$ cat config.mk
export PLATFORM = sky130hd
export DESIGN_NAME = cbc_ctrl
export DESIGN_NICKNAME = d
export VERILOG_FILES = /design/src/hw/rtl/cbc_pkg.sv /design/src/hw/rtl/cbc_ctrl.sv
export SDC_FILE = /design/constraint.sdc
export NUM_CORES = 1
export LEC_CHECK = 0
export ABC_AREA = 1
export ABC_CLOCK_PERIOD_IN_PS = 3900
export BUFFER_PORTS_ARGS = -buffer_cell sky130_fd_sc_hd__buf_4
export CAP_MARGIN = 20
export CORE_MARGIN = 5
export CORE_UTILIZATION = 61
export DETAILED_ROUTE_END_ITERATION = 7
export PLACE_DENSITY = 0.92
export SLEW_MARGIN = 20
export SYNTH_ARGS = -nofsm -noshare
export SYNTH_HDL_FRONTEND = slang
export SYNTH_SLANG_ARGS = --single-unit
export TNS_END_PERCENT = 20
$ cat constraint.sdc
create_clock -name clk -period 3.9 [get_ports clk]
set_clock_uncertainty 0.05 [all_clocks]
set_input_delay 0.195 -clock clk [delete_from_list [all_inputs] [get_ports clk]]
set_output_delay 0.195 -clock clk [all_outputs]
set_load 0.03 [all_outputs]
$ cat src/hw/rtl/cbc_pkg.sv
// shared types, widths and constants of the cascaded balance controller
package cbc_pkg;

  localparam int FILTER_SHIFT_DEF = 7;

  // working width of the datapath and the divider dividend
  localparam int DVD_W = 58;
  // divisor width, holds the largest divisor 128000000
  localparam int DVS_W = 27;
  // product width: 34-bit signed operand times 17-bit signed gain
  localparam int MA_W  = 34;
  localparam int MB_W  = 17;
  localparam int P_W   = MA_W + MB_W;
  // torque accumulator and scaled torque width
  localparam int ACC_W = 44;

  typedef logic signed [DVD_W-1:0] wide_t;

  typedef enum logic [2:0] {
    CFG_SPEED_I_GAIN      = 3'd0,
    CFG_SPEED_P_GAIN      = 3'd1,
    CFG_PITCH_P_GAIN      = 3'd2,
    CFG_PITCH_D_GAIN      = 3'd3,
    CFG_PITCH_TRIM        = 3'd4,
    CFG_ROLL_SPEED_I_GAIN = 3'd5,
    CFG_ROLL_P_GAIN       = 3'd6,
    CFG_ROLL_TRIM         = 3'd7
  } cfg_idx_t;

  localparam logic [15:0] RST_SPEED_I_GAIN      = 16'd205;
  localparam logic [15:0] RST_SPEED_P_GAIN      = 16'd2560;
  localparam logic [15:0] RST_PITCH_P_GAIN      = 16'd512;
  localparam logic [15:0] RST_PITCH_D_GAIN      = 16'd256;
  localparam logic [15:0] RST_PITCH_TRIM        = 16'd1408;
  localparam logic [15:0] RST_ROLL_SPEED_I_GAIN = 16'd5120;
  localparam logic [15:0] RST_ROLL_P_GAIN       = 16'd768;
  localparam logic [15:0] RST_ROLL_TRIM         = 16'hFC4D; // -947

  typedef enum logic [4:0] {
    OP_NOP,
    OP_LOAD,
    OP_DIV_CMD,
    OP_RAMP,
    OP_MUL_SI,
    OP_DIV_SI,
    OP_PINT,
    OP_DIV_SP,
    OP_PE,
    OP_MUL_PP,
    OP_T1A,
    OP_T1B,
    OP_DIV_FD,
    OP_DIV_SCN,
    OP_T1_SAVE,
    OP_MUL_RI,
    OP_DIV_RI,
    OP_RINT,
    OP_DIV_R20,
    OP_RE,
    OP_MUL_RP,
    OP_T2A,
    OP_DIV_RD,
    OP_T2B,
    OP_DIV_FR,
    OP_FIN
  } op_t;

  typedef enum logic [4:0] {
    S_IDLE,
    S_CMD,
    S_RAMP,
    S_MUL_SI,
    S_DIV_SI,
    S_PINT,
    S_DIV_SP,
    S_PE,
    S_MUL_PP,
    S_T1A,
    S_T1B,
    S_DIV_FD,
    S_SCN1,
    S_T1_SAVE,
    S_MUL_RI,
    S_DIV_RI,
    S_RINT,
    S_DIV_R20,
    S_RE,
    S_MUL_RP,
    S_T2A,
    S_DIV_RD,
    S_T2B,
    S_DIV_FR,
    S_SCN2,
    S_FIN,
    S_WAIT
  } state_t;

  typedef struct packed {
    op_t op;
  } cmd_t;

  typedef struct packed {
    logic div_done;
  } sts_t;

endpackage

$ cat src/hw/rtl/cbc_ctrl.sv
// sequencer of the balance controller: handshakes and step order
module cbc_ctrl (
  input  logic           clk,
  input  logic           rst,
  input  logic           in_valid,
  output logic           in_ready,
  output logic           out_valid,
  input  logic           out_ready,
  input  cbc_pkg::sts_t  sts,
  output cbc_pkg::cmd_t  cmd
);
  import cbc_pkg::*;

  state_t state, state_next;
  state_t ret, ret_next;
  logic   fin;

  always_ff @(posedge clk) begin
    if (rst) begin
      state     <= S_IDLE;
      ret       <= S_IDLE;
      out_valid <= 1'b0;
    end else begin
      state     <= state_next;
      ret       <= ret_next;
      out_valid <= fin | (out_valid & ~out_ready);
    end
  end

  assign in_ready = (state == S_IDLE);

  always_comb begin
    state_next = state;
    ret_next   = ret;
    cmd.op     = OP_NOP;
    fin        = 1'b0;
    unique case (state)
      S_IDLE: begin
        if (in_valid) begin
          cmd.op = OP_LOAD;
          state_next = S_CMD;
        end
      end
      S_CMD:     begin cmd.op = OP_DIV_CMD; state_next = S_WAIT; ret_next = S_RAMP;   end
      S_RAMP:    begin cmd.op = OP_RAMP;    state_next = S_MUL_SI;                    end
      S_MUL_SI:  begin cmd.op = OP_MUL_SI;  state_next = S_DIV_SI;                    end
      S_DIV_SI:  begin cmd.op = OP_DIV_SI;  state_next = S_WAIT; ret_next = S_PINT;   end
      S_PINT:    begin cmd.op = OP_PINT;    state_next = S_DIV_SP;                    end
      S_DIV_SP:  begin cmd.op = OP_DIV_SP;  state_next = S_WAIT; ret_next = S_PE;     end
      S_PE:      begin cmd.op = OP_PE;      state_next = S_MUL_PP;                    end
      S_MUL_PP:  begin cmd.op = OP_MUL_PP;  state_next = S_T1A;                       end
      S_T1A:     begin cmd.op = OP_T1A;     state_next = S_T1B;                       end
      S_T1B:     begin cmd.op = OP_T1B;     state_next = S_DIV_FD;                    end
      S_DIV_FD:  begin cmd.op = OP_DIV_FD;  state_next = S_WAIT; ret_next = S_SCN1;   end
      S_SCN1:    begin cmd.op = OP_DIV_SCN; state_next = S_WAIT; ret_next = S_T1_SAVE; end
      S_T1_SAVE: begin cmd.op = OP_T1_SAVE; state_next = S_MUL_RI;                    end
      S_MUL_RI:  begin cmd.op = OP_MUL_RI;  state_next = S_DIV_RI;                    end
      S_DIV_RI:  begin cmd.op = OP_DIV_RI;  state_next = S_WAIT; ret_next = S_RINT;   end
      S_RINT:    begin cmd.op = OP_RINT;    state_next = S_DIV_R20;                   end
      S_DIV_R20: begin cmd.op = OP_DIV_R20; state_next = S_WAIT; ret_next = S_RE;     end
      S_RE:      begin cmd.op = OP_RE;      state_next = S_MUL_RP;                    end
      S_MUL_RP:  begin cmd.op = OP_MUL_RP;  state_next = S_T2A;                       end
      S_T2A:     begin cmd.op = OP_T2A;     state_next = S_DIV_RD;                    end
      S_DIV_RD:  begin cmd.op = OP_DIV_RD;  state_next = S_WAIT; ret_next = S_T2B;    end
      S_T2B:     begin cmd.op = OP_T2B;     state_next = S_DIV_FR;                    end
      S_DIV_FR:  begin cmd.op = OP_DIV_FR;  state_next = S_WAIT; ret_next = S_SCN2;   end
      S_SCN2:    begin cmd.op = OP_DIV_SCN; state_next = S_WAIT; ret_next = S_FIN;    end
      S_FIN: begin
        if (!out_valid || out_ready) begin
          cmd.op = OP_FIN;
          fin = 1'b1;
          state_next = S_IDLE;
        end
      end
      S_WAIT: begin
        if (sts.div_done) begin
          state_next = ret;
        end
      end
      default: state_next = S_IDLE;
    endcase
  end

endmodule

; Word-level counts from Yosys, hierarchy flattened
; Index checks and enable logic that the tools add are counted.
[op_classes]
n_eq_ne = 29
muxes = 10
bitwise_logic = 3
n_reduce_logical = 7
[op_table]
columns = cell, count
row1 = 5-bit one-hot mux with 25 select lines, 1
row2 = 5-bit one-hot mux with 18 select lines, 1
row3 = 5-bit equality test (second input constant), 11
row4 = 5-bit one-hot mux with 10 select lines, 1
row5 = 5-bit by 4-bit equality test with 1-bit output (second input constant), 8
row6 = 5-bit by 3-bit equality test with 1-bit output (second input constant), 4
row7 = 5-bit 2-to-1 mux, 4
row8 = 5-bit by 2-bit equality test with 1-bit output (second input constant), 2
row9 = 10-bit nonzero test, 1
row10 = 10-bit OR reduction, 1
row11 = 2-bit inequality test (second input constant), 3
row12 = 5-bit by 1-bit equality test with 1-bit output (second input constant), 1
row13 = 5-bit logical NOT, 1
row14 = 1-bit 2-to-1 mux, 3
row15 = 3-bit AND reduction, 1
row16 = 2-bit OR reduction, 1
row17 = 1-bit AND, 1
row18 = 1-bit logical NOT, 1
row19 = 1-bit logical OR, 1
row20 = 1-bit inverter, 1
row21 = 1-bit OR, 1
[word_totals]
regBits = 11
input_bits = 5
out_inout_bits = 7
word_cells = 52

; Longest topological paths before layout
; Gate-level depths: netlist (run 1).
[logic_depth]
word_depth = 5
mapped_depth = 11

; Worst setup path before layout (run 1)
; No wires, ideal clock.
[synth_path]
kind = register -> output
start = register state[1]
end = output cmd[0] (netlist bit)
t_arrival_ns = 1.318
required_ns = 3.655
slack_ns = 2.337
path_stages_with_launch = 7
path_buffers = 1
path_cell_list = dfxtp_1 buf_4 nor2_2 nand2_2 nor2_4 a21oi_1 nand4_1
[synth_lines]
columns = item, line_no
row1 = start: declaration, cbc_ctrl.sv:14  ; state_t state, state_next;
row2 = start signal: assignment, cbc_ctrl.sv:24  ; state <= state_next;
row3 = end: declaration, cbc_ctrl.sv:10  ; output cbc_pkg::cmd_t cmd

==> results of run 1 <==
cells in the mapped netlist:
library cell and n:
a21boi_0 1, a21oi_1 17, a31oi_1 1, and2_0 1
buf_1 1, buf_2 1, buf_4 2, clkinv_1 1
dfxtp_1 11, inv_1 11, inv_2 7, nand2_1 40
nand2_2 3, nand3_1 24, nand3b_1 1, nand4_1 3
nor2_1 35, nor2_2 5, nor2_4 4, nor3_1 4
o2111ai_1 1, o211ai_1 1, o21ai_0 5, o22ai_1 1
worst max-delay path: stages, from the launching register on:
cell      delay [ns]
dfxtp_1         0.42
inv_1           0.30
nor2_1          0.13
nand2_1         0.13
clkinv_1        0.12
nor3_1          0.28
nand3_1         0.12
buf_4           0.19
kinds of logic (layout without fill, tap and decap cells):
logic type	count (synthesis)	after routing	share of synthesized area
flip-flops	11	11	0.218
AO/OA/AOI/OAI	27	27	0.145
AND/OR/NAND/NOR	120	120	0.543
buffers and inverters	23	34	0.0940
area by class of cell:
type / count / area (sq um)
clock buffers: 3 / 22.5
multi-input cells: 147 / 696
clock inverters: 1 / 5.00
flip-flops and latches: 11 / 220
fillers: 138 / 424
repair buffers: 11 / 82.6
inverters: 19 / 71.3
well taps: 16 / 20.0
power by group through the flow:
stage	clock network (mW)	logic, mW	registers, mW
floorplan	0	0.576	0.176
global placement	0	0.730	0.206
detailed placement	0	0.736	0.206
CTS	0.0841	0.742	0.204
global route	0.0928	0.814	0.214
finish	0.0837	0.754	0.208
state kept, by name (all words and copies together) (netlist names):
signal     count
ret            5
state          5
out_valid      1
worst paths after layout:
kind | from | end | slack (ns) | cells after the start
min | rst | ret[2] | 0.08 | 2
max | state[4] | cmd[1] | 1.68 | 7
max reg2reg | state[4] | state[3] | 2.07 | 9
min reg2reg | ret[0] | ret[0] | 0.44 | 2
layer usage:
metal	wire length [um]	GRT usage
met5	0	0
met4	100	0.111
met3	395	0.0325
met2	1470	0.434
met1	1140	0.319
cells in the final DEF, fill, tap and decap left out, drive strengths merged:
master and instances:
o211ai 1, a21boi 1, inv 18, buf 11, nand3 24, and2 1
o2111ai 1, nor3 4, a31oi 1, a21oi 17, nand4 3, clkinv 2
dfxtp 11, o22ai 1, nor2 44, nand3b 1, o21ai 5, clkbuf 3
nand2 43
==> results.py, run 1 <==
metrics = {
    "cts": {
        "cts_tree": "yes",
        "post_cts_buffers": 0,
        "root_buffer": "clkbuf_4",
        "worstSkewPairLatency_ns": 0.29,
        "cts_max_path_buffers": 2,
        "clkSinkCount": 11,
        "cts_hold_buffers": 0,
        "htreeDepth": 1,
        "path_clk_slew_ns": 0.08,
        "cts_buffers": 3,
        "post_cts_resized": 0,
    },
    "sta": {
        "hold_ws_ns": 0.0837,
        "slew_headroom": 0.755,
        "tns_ns": 0,
        "min_period_ns": 2.22,
        "rsz0062_at_grt": "no",
        "hold_viol": 0,
        "fmax_mhz": 451,
        "period_share": 0.569,
        "setup_violations": 0,
        "setup_ws_ns": 1.68,
        "timing.final.max_slew_violations": 0,
        "worst_slew_pin_slew_ns": 0.367,
    },
    "placed_design": {
        "dpl_cell_area_sq_mm": 0.00109,
        "port_buffers": 11,
        "placed_cells": 204,
        "dp_hpwl_um": 2440,
        "dp_slack_ns": 2.03,
        "routabilityCongestion": 1.03,
    },
    "yosys": {
        "yosys-top-cells-area": "dfxtp_1 (22%), nand2_1 (15%), nor2_1 (13%), nand3_1 (12%), a21oi_1 (8.4%)",
        "syn_nets": 186,
        "synth_cells": 181,
        "synth_top_area_frac": 0.218,
        "yosys_warnings": 0,
        "netlist_area_sq_mm": 0.00101,
        "synth_seq_cells": 11,
        "syn_avg_cell_area_sq_um": 5.59,
        "ys_types": 24,
        "ys_seq_area_frac": 0.218,
        "synth_top_area_cell": "dfxtp_1",
    },
    "grt": {
        "overflow": 0,
        "grt_util_all_layers": 0.256,
        "grt_max_degree": 13,
        "grt_pass1_vias": 1198,
        "grt_pass1_wl_um": 5180,
        "antenna_found_initial": 0,
    },
    "critical_path": {
        "worstSetupEndpointType": "output pin",
        "worstSetupStartpointType": "register",
        "cp.required_ns": 3.65,
        "crit_arrival_ns": 1.97,
        "crit_type": "reg -> out",
        "cp_max_fo": 12,
    },
    "route": {
        "vias": 1297,
        "wl_per_cell_um": 14.9,
        "wl_um": 3110,
        "routed_via_density": 6.24,
        "drt-pass1-iter-count": 5,
        "drt_iter0_drc": 126,
        "drc_errors": 0,
        "postRouteAntennaNets": 0,
    },
    "finish": {
        "antenna-diode-count": 0,
        "stdcell_count": 208,
        "final_area_sq_mm": 0.00112,
        "area_delta_synth_final_pct": 10.5,
        "nets": 198,
        "drive_gt1_frac": 0.177,
        "postLayoutCoreUtil": 0.725,
    },
    "pwr": {
        "p_clk_frac": 0.080,
        "ir_drop_mv": 0.514,
        "p_int_uw": 424,
        "total_power_mw": 1.05,
        "power_leakage_nw": 0.554,
        "p_sw_uw": 622,
        "powerDensity_mw_per_mm2": 936,
        "swShare": 0.595,
        "pwr-share-comb": 0.721,
        "power_frac_seq": 0.199,
    },
    "floorplan": {
        "rows": 14,
        "coreArea_sq_mm": 0.00154,
        "die-width_um": 50.7,
        "ioPinCount": 12,
        "fp.dieH_um": 50.7,
        "start_util": 0.656,
        "die_area_sq_mm": 0.00257,
    },
    "job": {
        "drv_cap": 0,
    },
    "run_status": {
        "status": "completed",
    },
    "min_path": {
        "min_path_type": "in -> reg",
    },
}
Power figures use the tool's default switching activity.
==> inputs of run 2 (changes only) <==
- ABC_CLOCK_PERIOD_IN_PS: 3900 -> 2300
- CORE_UTILIZATION: 61 -> 57
- PLACE_DENSITY: 0.92 -> 0.87
- clock period: 3.9 -> 2.3 ns (I/O delays scaled with it)
==> run 2 against run 1 <==
Combinational power rose by 70%. Highest routed layer unchanged. Sequential power grew 75%. Power is 70% higher. Hold slack got worse by 0.059 ns. Clock power grew 51%. Register-to-register slack got worse by 1.5 ns. Critical endpoint unchanged. Largest power group unchanged. First-iteration DRC count shrank 33%. Non-clock buffer count unchanged.
==> results.py, run 2 (synthesis gave the netlist of run 1 again) <==
metrics = {
    "run_status": {
        "status": "completed",
    },
    "route": {
        "vias": 1246,
        "routed_via_density": 5.74,
        "drt-pass1-iter-count": 6,
        "drt_iter0_drc": 85,
        "wl_per_cell_um": 14.0,
        "wl_um": 3030,
        "postRouteAntennaNets": 0,
        "drc_errors": 0,
    },
    "cts": {
        "root_buffer": "clkbuf_4",
        "cts_buffers": 3,
        "cts_max_path_buffers": 2,
        "post_cts_buffers": 0,
        "clkSinkCount": 11,
        "cts_tree": "yes",
        "worstSkewPairLatency_ns": 0.27,
        "htreeDepth": 1,
        "path_clk_slew_ns": 0.06,
    },
    "critical_path": {
        "worstSetupStartpointType": "register",
        "crit_type": "reg -> out",
        "cp.required_ns": 2.13,
        "cp_max_fo": 10,
        "worstSetupEndpointType": "output pin",
        "path_buf_inv": 3,
        "cp-startpoint": "state[1]",
        "path_common_cell": "nand2_1",
        "r2r_start": "state[4]",
        "crit_path_end": "cmd[1]",
        "path_depth": 8,
        "regToRegSetupSlack_ns": 0.52,
        "cp_cell_sequence": "inv_2, nand2_1, nor2_1, nand2_1, clkinv_1, nor3_1, nand3_1, buf_4",
        "r2r_cells": 9,
        "critPathSlowestCell": "dfxtp_1",
        "timing.rr.end": "state[4]",
        "crit_arrival_ns": 1.89,
        "critical_path.top_delay_family": "simple AND/OR/NAND/NOR gates",
        "critPathMaxStageDelay_ns": 0.55,
    },
    "floorplan": {
        "rows": 15,
        "fp.dieH_um": 52.1,
        "die_area_sq_mm": 0.00272,
        "die-width_um": 52.1,
        "start_util": 0.592,
        "ioPinCount": 12,
        "coreArea_sq_mm": 0.00171,
    },
    "finish": {
        "layout_common_cells": "nand2_1 (40), nor2_1 (35), nand3_1 (24)",
        "final_area_sq_mm": 0.00113,
        "nets": 198,
        "multi_input_area_sq_um": 696,
        "regArea_sq_um": 221,
        "antenna-diode-count": 0,
        "top_regs": "ret: 5 flops, state: 5 flops, out_valid: 1 flops",
        "drive_gt1_frac": 0.182,
        "layout_commonest_cell": "nand2_1",
        "fill_cells": 151,
        "area_delta_synth_final_pct": 12.0,
    },
    "sta": {
        "period_share": 0.895,
        "tns_ns": 0,
        "hold_viol": 0,
        "timing.final.max_slew_violations": 0,
        "rsz0062_at_grt": "no",
        "min_period_ns": 2.06,
        "fmax_mhz": 486,
        "setup_violations": 0,
        "worst_slew_pin_slew_ns": 0.388,
        "slew_headroom": 0.741,
    },
    "pwr": {
        "pwr-share-comb": 0.723,
        "power_frac_seq": 0.206,
        "swShare": 0.591,
        "p_clk_frac": 0.071,
        "p_int_uw": 726,
        "powerDensity_mw_per_mm2": 1570,
        "ir_drop_mv": 1.07,
        "p_sw_mw": 1.05,
        "power_leakage_nw": 0.550,
    },
    "grt": {
        "antenna_found_initial": 0,
        "grt_max_degree": 13,
        "overflow": 0,
        "grt_util_all_layers": 0.255,
        "grt_pass1_wl_um": 5070,
        "grt_pass1_vias": 1180,
    },
    "placed_design": {
        "dpl_cell_area_sq_mm": 0.00110,
        "routabilityCongestion": 1.03,
        "dp_hpwl_um": 2430,
        "port_buffers": 11,
    },
    "min_path": {
        "min_path_type": "in -> reg",
    },
    "job": {
        "drv_cap": 0,
    },
}
[run 2: cell types whose count changed in the layout (fill, tap and decap cells not counted)]
| cell | previous run | this run |
|---|---|---|
| clkbuf_1 | 0 | 1 |
| clkinv_2 | 1 | 0 |
| clkinvlp_4 | 0 | 1 |
| dfxtp_1 | 11 | 10 |
| dfxtp_2 | 0 | 1 |
| inv_1 | 11 | 10 |
[run 2: area by class of cell]
class / count / area share
Multi-Input combinational cell: 147 / 0.614
Sequential cell: 11 / 0.196
Timing Repair Buffer: 11 / 0.0729
Inverter: 19 / 0.0663
Tap cell: 25 / 0.0276
Clock buffer: 4 / 0.0232
[run 2: power by group through the flow]
stage | clock network, mW | registers (mW) | logic, mW
finish | 0.126 | 0.364 | 1.28
detailed placement | 0 | 0.357 | 1.26
floorplan | 0 | 0.298 | 0.977
CTS | 0.131 | 0.353 | 1.26
global route | 0.148 | 0.378 | 1.41
global placement | 0 | 0.351 | 1.25
[run 2: repair_timing]
| item | in CTS | in global routing |
|---|---|---|
| hold buffers | 0 | 0 |
| endpoints found under the setup margin | 0 | 2 |
| resized for setup | 0 | 2 |
[run 2: stage by stage]
stage	hold slack, ns	setup slack, ns	std cells	util	power [mW]
global placement	0.296	0.553	213	0.645	1.60
detailed placement	0.303	0.499	213	0.645	1.62
global route	0.0204	0.0594	217	0.663	1.93
floorplan	0.251	0.817	181	-	1.28
CTS	0.0186	0.205	217	0.660	1.75
finish	0.0252	0.242	217	0.663	1.77
[run 2: how the worst min path moves through the flow]
stage	slack (ns)	depth (start not counted)	end	startpoint
global placement	0.30	2	state[2]	rst
CTS	0.02	2	ret[3]	rst
global route	0.02	2	ret[4]	rst
finish	0.03	2	ret[4]	rst
detailed placement	0.30	2	ret[3]	rst
floorplan	0.25	3	out_valid	out_ready
[run 2: per-layer routing]
metal | share of wire | GRT usage | up-vias | routed length (um)
met4 | 0.025 | 0.148 | 0 | 76
met1 | 0.39 | 0.302 | 537 | 1170
met2 | 0.49 | 0.418 | 81 | 1480
met5 | 0 | 0 | - | 0
met3 | 0.10 | 0.0516 | 10 | 304
li1 | - | - | 618 | -
